## src/rtl/i2crm_pkg.sv

```systemverilog
// ---------------------------------------------------------------------------
// i2crm_pkg
// Types and constants of the I2C register master.
// ---------------------------------------------------------------------------
`timescale 1ns / 1ps

package i2crm_pkg;

    localparam int BYTE_W = 8;

    localparam logic [BYTE_W-1:0] ACK_LIMIT_RESET = 8'd250;

    // command codes on the mode field
    localparam logic [1:0] MODE_WRITE = 2'd1;
    localparam logic [1:0] MODE_READ  = 2'd2;

    // bit counter marks
    localparam logic [3:0] BITS_LAST    = 4'd7;
    localparam logic [3:0] BITS_FULL    = 4'd8;
    localparam logic [3:0] BITS_RESTART = 4'd3;

    // which byte of the transaction is on the wire
    typedef enum logic [1:0] {
        STG_DEVICE,
        STG_REGISTER,
        STG_DATA,
        STG_READ_DEVICE
    } stage_t;

    typedef enum logic [3:0] {
        PH_IDLE,
        PH_START_HIGH,
        PH_START_FALL,
        PH_RESTART_LOW,
        PH_BIT_LOW,
        PH_BIT_HIGH,
        PH_BIT_END,
        PH_ACK_LOW,
        PH_ACK_HIGH,
        PH_READ_LOW,
        PH_READ_HIGH,
        PH_NACK_LOW,
        PH_NACK_HIGH,
        PH_STOP_LOW,
        PH_STOP_HIGH,
        PH_STOP_RISE
    } phase_t;

    typedef struct packed {
        phase_t              phase;
        stage_t              stage;
        logic [3:0]          bit_count;
        logic [BYTE_W-1:0]   shift_byte;
        logic [BYTE_W-1:0]   ack_wait_count;
        logic                is_read;
        logic [BYTE_W-1:0]   held_device;
        logic [BYTE_W-1:0]   held_register;
        logic [BYTE_W-1:0]   held_data;
        logic [BYTE_W-1:0]   last_read;
    } state_t;

    typedef struct packed {
        logic                scl_level;
        logic                sda_level;
        logic                sda_drive;
        logic                busy_res;
        logic                done_res;
        logic                ack_error;
        logic [BYTE_W-1:0]   read_data;
    } result_t;

    localparam state_t STATE_RESET = '{
        phase:          PH_IDLE,
        stage:          STG_DEVICE,
        bit_count:      4'd0,
        shift_byte:     8'd0,
        ack_wait_count: 8'd0,
        is_read:        1'b0,
        held_device:    8'd0,
        held_register:  8'd0,
        held_data:      8'd0,
        last_read:      8'd0
    };

endpackage

```

## src/rtl/i2crm_step.sv

```systemverilog
// ---------------------------------------------------------------------------
// i2crm_step
// One bus tick of the sequencer: next state and bus levels from the
// current state and one registered input item.
// ---------------------------------------------------------------------------
`timescale 1ns / 1ps

module i2crm_step (
    input  i2crm_pkg::state_t  st,
    input  logic [1:0]         mode,
    input  logic [7:0]         device_address,
    input  logic [7:0]         register_address,
    input  logic [7:0]         write_data,
    input  logic               sda_sample,
    input  logic [7:0]         ack_limit,
    output i2crm_pkg::state_t  st_next,
    output i2crm_pkg::result_t res
);
    import i2crm_pkg::*;

    logic   cmd;
    state_t eff;

    // take a command only when idle; the accepting tick is the first start tick
    assign cmd = (st.phase == PH_IDLE) && ((mode == MODE_WRITE) || (mode == MODE_READ));

    always_comb
    begin
        eff = st;
        if (cmd)
        begin
            eff.phase         = PH_START_HIGH;
            eff.held_device   = device_address;
            eff.held_register = register_address;
            eff.held_data     = write_data;
            eff.is_read       = (mode == MODE_READ);
            eff.bit_count     = 4'd0;
            eff.shift_byte    = device_address;
        end
    end

    // next state
    always_comb
    begin
        st_next = eff;
        unique case (eff.phase)
            PH_IDLE:        st_next.phase = PH_IDLE;
            PH_START_HIGH:  st_next.phase = PH_START_FALL;
            PH_START_FALL:
            begin
                st_next.stage     = (eff.bit_count == BITS_RESTART) ? STG_READ_DEVICE
                                                                    : STG_DEVICE;
                st_next.phase     = PH_BIT_LOW;
                st_next.bit_count = 4'd0;
            end
            PH_RESTART_LOW: st_next.phase = PH_START_HIGH;
            PH_BIT_LOW:     st_next.phase = PH_BIT_HIGH;
            PH_BIT_HIGH:    st_next.phase = PH_BIT_END;
            PH_BIT_END:
            begin
                st_next.shift_byte = {eff.shift_byte[BYTE_W-2:0], 1'b0};
                if (eff.bit_count >= BITS_LAST)
                begin
                    st_next.bit_count = BITS_FULL;
                    st_next.phase     = PH_ACK_LOW;
                end
                else
                begin
                    st_next.bit_count = eff.bit_count + 4'd1;
                    st_next.phase     = PH_BIT_LOW;
                end
            end
            PH_ACK_LOW:
            begin
                st_next.ack_wait_count = 8'd0;
                st_next.phase          = PH_ACK_HIGH;
            end
            PH_ACK_HIGH:
            begin
                if (!sda_sample)
                begin
                    // acknowledged: move on to the next part of the transaction
                    unique case (eff.stage)
                        STG_DEVICE:
                        begin
                            st_next.stage      = STG_REGISTER;
                            st_next.phase      = PH_BIT_LOW;
                            st_next.bit_count  = 4'd0;
                            st_next.shift_byte = eff.held_register;
                        end
                        STG_REGISTER:
                        begin
                            if (eff.is_read)
                            begin
                                st_next.phase      = PH_RESTART_LOW;
                                st_next.bit_count  = BITS_RESTART;
                                st_next.shift_byte = eff.held_device + 8'd1;
                            end
                            else
                            begin
                                st_next.stage      = STG_DATA;
                                st_next.phase      = PH_BIT_LOW;
                                st_next.bit_count  = 4'd0;
                                st_next.shift_byte = eff.held_data;
                            end
                        end
                        STG_DATA:
                        begin
                            st_next.phase     = PH_STOP_LOW;
                            st_next.bit_count = 4'd0;
                        end
                        STG_READ_DEVICE:
                        begin
                            st_next.phase      = PH_READ_LOW;
                            st_next.bit_count  = 4'd0;
                            st_next.shift_byte = 8'd0;
                        end
                    endcase
                end
                else if (eff.ack_wait_count >= ack_limit)
                begin
                    // timed out: abort with stop, error flag in the bit counter
                    st_next.phase     = PH_STOP_LOW;
                    st_next.bit_count = 4'd1;
                end
                else
                begin
                    st_next.ack_wait_count = eff.ack_wait_count + 8'd1;
                end
            end
            PH_READ_LOW:    st_next.phase = PH_READ_HIGH;
            PH_READ_HIGH:
            begin
                st_next.shift_byte = {eff.shift_byte[BYTE_W-2:0], sda_sample};
                if (eff.bit_count >= BITS_LAST)
                begin
                    st_next.last_read = {eff.shift_byte[BYTE_W-2:0], sda_sample};
                    st_next.phase     = PH_NACK_LOW;
                end
                else
                begin
                    st_next.bit_count = eff.bit_count + 4'd1;
                    st_next.phase     = PH_READ_LOW;
                end
            end
            PH_NACK_LOW:    st_next.phase = PH_NACK_HIGH;
            PH_NACK_HIGH:
            begin
                st_next.phase     = PH_STOP_LOW;
                st_next.bit_count = 4'd0;
            end
            PH_STOP_LOW:    st_next.phase = PH_STOP_HIGH;
            PH_STOP_HIGH:   st_next.phase = PH_STOP_RISE;
            PH_STOP_RISE:
            begin
                st_next.bit_count = 4'd0;
                st_next.phase     = PH_IDLE;
            end
        endcase
    end

    // bus levels and status for this tick
    always_comb
    begin
        res.scl_level = 1'b1;
        res.sda_level = 1'b1;
        res.sda_drive = 1'b1;
        res.busy_res  = 1'b1;
        res.done_res  = 1'b0;
        res.ack_error = 1'b0;
        res.read_data = st_next.last_read;
        unique case (eff.phase)
            PH_IDLE:        res.busy_res = 1'b0;
            PH_START_HIGH:  res.scl_level = 1'b1;
            PH_START_FALL:  res.sda_level = 1'b0;
            PH_RESTART_LOW: res.scl_level = 1'b0;
            PH_BIT_LOW, PH_BIT_END:
            begin
                res.scl_level = 1'b0;
                res.sda_level = eff.shift_byte[BYTE_W-1];
            end
            PH_BIT_HIGH:    res.sda_level = eff.shift_byte[BYTE_W-1];
            PH_ACK_LOW, PH_READ_LOW:
            begin
                res.scl_level = 1'b0;
                res.sda_drive = 1'b0;
            end
            PH_ACK_HIGH, PH_READ_HIGH:
                res.sda_drive = 1'b0;
            PH_NACK_LOW:    res.scl_level = 1'b0;
            PH_NACK_HIGH:   res.scl_level = 1'b1;
            PH_STOP_LOW:
            begin
                res.scl_level = 1'b0;
                res.sda_level = 1'b0;
            end
            PH_STOP_HIGH:   res.sda_level = 1'b0;
            PH_STOP_RISE:
            begin
                res.done_res  = 1'b1;
                res.ack_error = eff.bit_count[0];
            end
        endcase
    end

endmodule

```

## src/rtl/i2c_register_master.sv

```systemverilog
// Each input transfer passes through the input register and then the result
// register before it is offered as a result.
// Throughput: one input item per cycle while results are taken; the bus
// sequencer advances one tick per item, and a result held by the receiver
// stalls the input once the input register is also full.
// Reset: asynchronous, active low; sequencer idle, held bytes clear, limit 250.
// ---------------------------------------------------------------------------
// i2c_register_master
// I2C register read/write master, one bus tick per input item.
// ---------------------------------------------------------------------------
`timescale 1ns / 1ps

module i2c_register_master (
    input  logic       clk,
    input  logic       rst_n,
    input  logic       in_valid,
    output logic       in_ready,
    input  logic [1:0] mode,
    input  logic [7:0] device_address,
    input  logic [7:0] register_address,
    input  logic [7:0] write_data,
    input  logic       sda_sample,
    output logic       out_valid,
    input  logic       out_ready,
    output logic       scl_level,
    output logic       sda_level,
    output logic       sda_drive,
    output logic       busy_res,
    output logic       done_res,
    output logic       ack_error,
    output logic [7:0] read_data,
    input  logic       cfg_valid,
    output logic       cfg_ready,
    input  logic [7:0] cfg_data
);
    import i2crm_pkg::*;

    logic        in_valid_reg;
    logic [1:0]  mode_reg;
    logic [7:0]  device_reg;
    logic [7:0]  register_reg;
    logic [7:0]  data_reg;
    logic        sample_reg;
    logic [7:0]  ack_limit_reg;
    state_t      st_reg;
    state_t      st_next;
    result_t     res_next;
    result_t     res_reg;
    logic        out_valid_reg;
    logic        advance;

    // move an item from the input register to the result register
    assign advance   = in_valid_reg && (!out_valid_reg || out_ready);
    assign in_ready  = !in_valid_reg || advance;
    assign cfg_ready = 1'b1;

    // configuration register
    always_ff @(posedge clk or negedge rst_n)
    begin
        if (!rst_n)
            ack_limit_reg <= ACK_LIMIT_RESET;
        else if (cfg_valid)
            ack_limit_reg <= cfg_data;
    end

    // input register control
    always_ff @(posedge clk or negedge rst_n)
    begin
        if (!rst_n)
            in_valid_reg <= 1'b0;
        else if (in_ready)
            in_valid_reg <= in_valid;
    end

    // hold the payload of each transfer
    always_ff @(posedge clk)
    begin
        if (in_valid && in_ready)
        begin
            mode_reg     <= mode;
            device_reg   <= device_address;
            register_reg <= register_address;
            data_reg     <= write_data;
            sample_reg   <= sda_sample;
        end
    end

    i2crm_step u_step (
        .st               (st_reg),
        .mode             (mode_reg),
        .device_address   (device_reg),
        .register_address (register_reg),
        .write_data       (data_reg),
        .sda_sample       (sample_reg),
        .ack_limit        (ack_limit_reg),
        .st_next          (st_next),
        .res              (res_next)
    );

    // advance the sequencer once per item
    always_ff @(posedge clk or negedge rst_n)
    begin
        if (!rst_n)
            st_reg <= STATE_RESET;
        else if (advance)
            st_reg <= st_next;
    end

    // result register control
    always_ff @(posedge clk or negedge rst_n)
    begin
        if (!rst_n)
            out_valid_reg <= 1'b0;
        else if (advance)
            out_valid_reg <= 1'b1;
        else if (out_ready)
            out_valid_reg <= 1'b0;
    end

    always_ff @(posedge clk)
    begin
        if (advance)
            res_reg <= res_next;
    end

    assign out_valid = out_valid_reg;
    assign scl_level = res_reg.scl_level;
    assign sda_level = res_reg.sda_level;
    assign sda_drive = res_reg.sda_drive;
    assign busy_res  = res_reg.busy_res;
    assign done_res  = res_reg.done_res;
    assign ack_error = res_reg.ack_error;
    assign read_data = res_reg.read_data;

endmodule

```

## config.mk

```make
export PLATFORM = sky130hd
export DESIGN_NAME = i2c_register_master
export DESIGN_NICKNAME = d
export VERILOG_FILES = /design/src/rtl/i2crm_pkg.sv /design/src/rtl/i2crm_step.sv /design/src/rtl/i2c_register_master.sv
export SDC_FILE = /design/constraint.sdc
export NUM_CORES = 1
export LEC_CHECK = 0
export BUFFER_PORTS_ARGS = -buffer_cell sky130_fd_sc_hd__buf_2
export CAP_MARGIN = 10
export CELL_PAD_IN_SITES_DETAIL_PLACEMENT = 1
export CELL_PAD_IN_SITES_GLOBAL_PLACEMENT = 1
export CORE_MARGIN = 8
export CORE_UTILIZATION = 40
export DETAILED_ROUTE_END_ITERATION = 7
export PLACE_DENSITY = 0.67
export SLEW_MARGIN = 25
export SYNTH_ARGS = -nofsm -noshare
export SYNTH_HDL_FRONTEND = slang
export SYNTH_SLANG_ARGS = --single-unit
```

## constraint.sdc

```tcl
create_clock -name clk -period 3.8 [get_ports clk]
set_input_delay 0.76 -clock clk [delete_from_list [all_inputs] [get_ports clk]]
set_output_delay 0.76 -clock clk [all_outputs]
set_load 0.01 [all_outputs]
```

==> impl_metrics.py, run 1 <==
metrics = {
    "outcome": {
        "status": "complete, no violations",
    },
    "sta": {
        "layout_setup_ws_ps": 664,
        "rsz0062_at_grt": "false",
        "slew_violations": 0,
        "setup_viol": 0,
        "min_period_over_period_pct": 82.5,
        "period_needed_ps": 3140,
        "finClkSkew_ps": 5.73,
        "finalHoldViolCount": 0,
        "worst_pin_slew_ps": 725,
        "fmax_mhz": 319,
        "slew_headroom_pct": 51.4,
        "setup_tns_ps": 0,
    },
    "clock_tree": {
        "clkLatencyLatePin_ps": 360,
        "cts_max_level": 3,
        "clock-sinks": 110,
        "cts_inserted_buffers": 9,
        "clock_path_buffers": 2,
        "hold_buffers": 0,
        "cts.reportedPaths.clkPinSlew_ps": 70,
        "postCtsSetupBuffers": 0,
        "cts_resized": 0,
        "clockRootBuffer": "clkbuf_16",
        "cts_tree": "yes",
    },
    "logic_synthesis": {
        "yosysSeqAreaShare_pct": 52.4,
        "avgSynthCellArea_um2": 10.5,
        "synth.distinct_cells": 66,
        "synth-edff-count": 41,
        "syn_inst": 539,
        "ys_seq_elements": 110,
        "syn_nets": 591,
        "ys_warn_count": 0,
        "async_flop_share_pct": 62.7,
        "yosys_most_used_dff": "dfrtp_1",
        "syn_area_um2": 5660,
    },
    "die": {
        "dieWidth_um": 135,
        "num_rows": 43,
        "dieArea_um2": 18200,
        "initial_core_util_pct": 40.8,
        "core_area_um2": 13900,
        "die_y_um": 135,
        "io_pins": 57,
    },
    "global_routing": {
        "grt_pass1_vias": 4550,
        "grt.overflow.total": 0,
        "grt_start_max_net_pins": 70,
        "grt_pass1_wl_mm": 24.5,
        "antenna_found_initial": 0,
        "grtUsageTotal_pct": 17.0,
    },
    "setup_path": {
        "rr_worst_depth": 8,
        "max_stage_delay_ps": 770,
        "crit_chain": "nor4_4 > nand2_1 > and2_1 > ha_1 > a21oi_1 > nor3_1 > nand2_1 > mux2_2",
        "crit_fanout": 21,
        "cpMostUsedCell": "nand2_1",
        "critPathSlowestCell": "dfrtp_1",
        "cp.required_ps": 4050,
        "worstSetupEndpointType": "flip-flop",
        "arrival_ps": 3380,
        "critPathLaunchType": "flip-flop",
        "crit_type": "reg -> reg",
    },
    "pwr": {
        "peakVddDrop_mv": 0.306,
        "p_int_w": 0.00269,
        "pwr-share-seq_pct": 45.8,
        "power_density_nw_per_um2": 671,
        "leakagePower_nw": 2.68,
        "swShare_pct": 37.1,
        "power.share.clock_pct": 22.5,
        "p_comb_share_pct": 31.8,
        "p_switching_w": 0.00159,
    },
    "final_layout": {
        "fin_area_um2": 6380,
        "antenna_cells": 0,
        "syn2layout_area_growth_pct": 12.7,
        "utilization_pct": 46.0,
        "nets": 635,
        "largest_reg_flops": 59,
        "final_layout_size_suffix_gt1_share_pct": 20.6,
        "mostFrequentLayoutCells": "nand2_1, dfrtp_1, buf_2",
        "final_common_cell": "nand2_1",
        "final.fill_count": 1578,
    },
    "detailed_routing": {
        "first_iter_violations": 268,
        "drtPass1Iterations": 5,
        "route.met2.wl_mm": 6.99,
        "via_per_inst": 5.54,
        "wl_met1_mm": 7.08,
        "met3WireLength_um": 426,
        "wl_mm": 14.8,
        "drc": 0,
        "ant_nets": 0,
        "wire_per_inst_um": 19.3,
        "top_layer_used": "met4",
        "vias": 4258,
    },
    "run": {
        "drv_cap": 0,
    },
    "placed_design": {
        "gp_congestion": 0.834,
        "portBuffers": 55,
        "place_area_um2": 6080,
        "place_ws_ps": 702,
        "dp_hpwl_mm": 10.5,
    },
    "hold_path": {
        "hold_class": "reg -> reg",
        "hold-path-cell-count": 2,
    },
}
## through the flow
stage	power, W	hold WS [ps]	cells
after floorplan	0.00289	446	539
after global placement	0.00327	462	752
after detailed placement	0.00333	470	752
after CTS	0.00431	487	768
after global routing	0.00458	514	768
final	0.00428	485	768
## cells by family (layout without fill, tap and decap cells)
family | Yosys count | count (layout) | share of synthesized area (%)
AOI/OAI and AO/OA | 133 | 133 | 14.4
xor gates and xnor gates | 15 | 15 | 2.32
adders and majority gates | 13 | 13 | 2.83
buffers and inverters | 48 | 97 | 3.65
DFF | 110 | 110 | 52.4
muxes | 41 | 41 | 8.51
other | 1 | 1 | 0.0662
and+or+nand+nor | 178 | 178 | 15.8
## power by group through the flow
stage               Combinational [W]  Sequential (W)  Clock (W)
finish                        0.00136         0.00196   0.000962
global route                  0.00153         0.00202    0.00102
CTS                           0.00137         0.00196   0.000982
detailed placement            0.00136         0.00198          0
global placement              0.00132         0.00196          0
floorplan                     0.00110         0.00179          0
## cell type report
class / instances / area (µm²) / share of cell area, %
Sequential cell: 110 / 2970 / 46.5
Multi-Input combinational cell: 381 / 2490 / 39.0
Timing Repair Buffer: 62 / 332 / 5.20
Clock buffer: 9 / 225 / 3.53
Tap cell: 180 / 225 / 3.53
Clock inverter: 7 / 71.3 / 1.12
Inverter: 19 / 71.3 / 1.12
## worst max-delay path, delay by kind of cell, from the launching register on
kind | cells | cell delay (ps)
DFF | 1 | 770
muxes | 1 | 370
adders and majority gates | 1 | 270
and+or+nand+nor | 5 | 1500
AOI/OAI and AO/OA | 1 | 120
## synth_stat cells (6+ instances only)
cell	number	area share [%]
nor2_1	18	1.2
a21oi_1	26	2.3
o21ai_0	53	4.7
nand2b_1	7	0.77
nor3_1	15	1.3
edfxtp_1	41	22
nand3_1	26	2.3
o221ai_1	6	0.93
buf_2	6	0.53
nand2_1	73	4.8
mux2i_1	11	1.9
xor2_1	10	1.5
mux2_2	27	5.4
ha_1	12	2.7
dfstp_2	6	2.8
nor2b_1	7	0.77
o22ai_1	7	0.77
inv_1	18	1.2
clkbuf_1	19	1.3
dfrtp_1	63	28
## final timing paths
kind	slack [ps]	endpoint	from
setup / recovery	660	st_reg[0]$_DFFE_PN0P_	st_reg[56]$_DFFE_PN0P_
hold / removal	490	st_reg[7]$_DFFE_PN0P_	st_reg[7]$_DFFE_PN0P_
setup reg to reg	660	st_reg[0]$_DFFE_PN0P_	st_reg[56]$_DFFE_PN0P_
hold reg to reg	490	st_reg[7]$_DFFE_PN0P_	st_reg[7]$_DFFE_PN0P_
max in group asynchronous	2800	st_reg[27]$_DFFE_PN0P_	rst_n
min in group asynchronous	520	st_reg[38]$_DFFE_PN0P_	rst_n
## metal layers
layer	up-vias	track usage, %
met3	18	2.86
li1	2054	-
met1	2115	22.8
met4	0	6.91
met5	-	0
met2	71	26.7
(Power assumes the default switching activity.)
==> inputs of run 2 (changes only) <==
==> constraint.sdc (replaced) <==
create_clock -name clk -period 3.15 [get_ports clk]
set_input_delay 0.63 -clock clk [delete_from_list [all_inputs] [get_ports clk]]
set_output_delay 0.63 -clock clk [all_outputs]
set_load 0.01 [all_outputs]
==> run 2 against run 1 <==
Sequential cell count did not move. First-iteration DRC count rose by 2.2%. Fmax rose by 14%. Die area did not move. Sequential power rose by 16%. Highest routed layer unchanged.
==> impl_metrics.py, run 2 (synthesized netlist as in run 1, its figures left out) <==
metrics = {
    "outcome": {
        "status": "complete, no violations",
    },
    "placed_design": {
        "placedCellCount": 759,
        "gp_congestion": 0.858,
        "place_area_um2": 6140,
        "portBuffers": 55,
        "dp_hpwl_mm": 10.6,
    },
    "detailed_routing": {
        "wl_met1_mm": 6.99,
        "route.met2.wl_mm": 6.93,
        "wire_per_inst_um": 19.0,
        "wl_mm": 14.7,
        "first_iter_violations": 274,
        "vias": 4347,
        "met3WireLength_um": 481,
        "ant_nets": 0,
        "top_layer_used": "met4",
        "via_per_inst": 5.61,
        "drc": 0,
        "drtPass1Iterations": 4,
    },
    "sta": {
        "finalHoldViolCount": 0,
        "slew_violations": 0,
        "setup_viol": 0,
        "min_period_over_period_pct": 87.3,
        "finClkSkew_ps": 6.09,
        "worst_pin_slew_ps": 711,
        "slew_headroom_pct": 51.4,
        "period_needed_ps": 2750,
        "setup_tns_ps": 0,
        "fmax_mhz": 363,
        "rsz0062_at_grt": "false",
    },
    "pwr": {
        "leakagePower_nw": 2.74,
        "peakVddDrop_mv": 0.328,
        "total_power_w": 0.00529,
        "power_density_nw_per_um2": 818,
    },
    "final_layout": {
        "nets": 642,
        "utilization_pct": 46.6,
        "fin_area_um2": 6460,
        "antenna_cells": 0,
        "final_layout_size_suffix_gt1_share_pct": 21.7,
        "largest_reg_flops": 59,
        "final_common_cell": "nand2_1",
        "mostFrequentLayoutCells": "nand2_1, dfrtp_1, buf_2",
        "layout.cells.non_filler": 775,
        "syn2layout_area_growth_pct": 14.2,
    },
    "clock_tree": {
        "cts_inserted_buffers": 9,
        "cts_max_level": 3,
        "clock-sinks": 110,
        "cts.reportedPaths.clkPinSlew_ps": 70,
        "clkLatencyLatePin_ps": 350,
        "cts_tree": "yes",
        "clock_path_buffers": 2,
        "postCtsSetupBuffers": 0,
        "clockRootBuffer": "clkbuf_16",
    },
    "global_routing": {
        "grt_pass1_wl_mm": 24.9,
        "grt_start_max_net_pins": 70,
        "grt_pass1_vias": 4719,
        "grtUsageTotal_pct": 17.3,
        "antenna_found_initial": 0,
        "grt.overflow.total": 0,
    },
    "die": {
        "num_rows": 43,
        "dieWidth_um": 135,
        "dieArea_um2": 18200,
        "io_pins": 57,
        "core_area_um2": 13900,
        "die_y_um": 135,
        "initial_core_util_pct": 40.8,
    },
    "setup_path": {
        "cp.required_ps": 3390,
        "crit_type": "reg -> reg",
        "rr_startpoint": "mode_reg[1]$_DFFE_PP_",
        "arrival_ps": 2990,
        "worstSetupEndpointType": "flip-flop",
        "critPathLaunchType": "flip-flop",
        "crit_fanout": 13,
        "rr_worst_depth": 9,
        "rr_endpoint": "st_reg[0]$_DFFE_PN0P_",
        "rrSetupSlack_ps": 400,
    },
    "run": {
        "drv_cap": 0,
    },
    "hold_path": {
        "hold_class": "in -> async",
    },
}
==> run 2: where the power goes <==
group	switching [W]	internal (W)	leakage, nW	total [W]
sequential	0.000369	0.00191	1.25	0.00228
combinational	0.00102	0.000768	1.33	0.00179
clock	0.000502	0.000717	0.157	0.00122
total	0.00189	0.00339	2.74	0.00529
==> run 2: worst max-delay path by stage <==
stage                                startpoint               endpoint  slack (ps)  cells after the start
after floorplan           mode_reg[1]$_DFFE_PP_  st_reg[5]$_DFFE_PN0P_         360                     13
after global placement    mode_reg[1]$_DFFE_PP_  st_reg[0]$_DFFE_PN0P_         440                      9
after detailed placement  mode_reg[1]$_DFFE_PP_  st_reg[0]$_DFFE_PN0P_         190                      9
after CTS                 mode_reg[1]$_DFFE_PP_  st_reg[0]$_DFFE_PN0P_         170                      9
after global routing      mode_reg[1]$_DFFE_PP_  st_reg[0]$_DFFE_PN0P_         140                      9
final                     mode_reg[1]$_DFFE_PP_  st_reg[0]$_DFFE_PN0P_         400                      9
==> run 2: repair_timing <==
item	CTS	global route
endpoints found under the setup margin	0	7
resized for setup	0	1
hold buffers	0	0
==> run 2: worst max-delay path: stages, from the launching register on <==
cell	delay, ps
edfxtp_1	380
ha_1	380
inv_1	140
nand2_1	130
and2_1	200
ha_1	270
a21oi_1	130
nor3_2	350
nand2_1	310
mux2_2	350
==> run 2: area by class of cell <==
cell class	count	area (µm²)
Clock buffer	12	246
Clock inverter	4	70.1
Fill cell	1573	7420
Inverter	19	71.3
Multi-Input combinational cell	381	2490
Sequential cell	110	2970
Tap cell	180	225
Timing Repair Buffer	69	393
==> run 2: per-stage QoR <==
stage,hold slack (ps),worst slack [ps]
after floorplan,334,361
after global placement,461,435
after detailed placement,471,194
after CTS,314,170
after global routing,339,138
final,291,399
==> run 2: metal layers <==
metal	up-vias	GRT usage, %
met5	-	0
met4	0	6.97
met3	19	2.90
met2	75	27.5
met1	2184	22.8
li1	2069	-
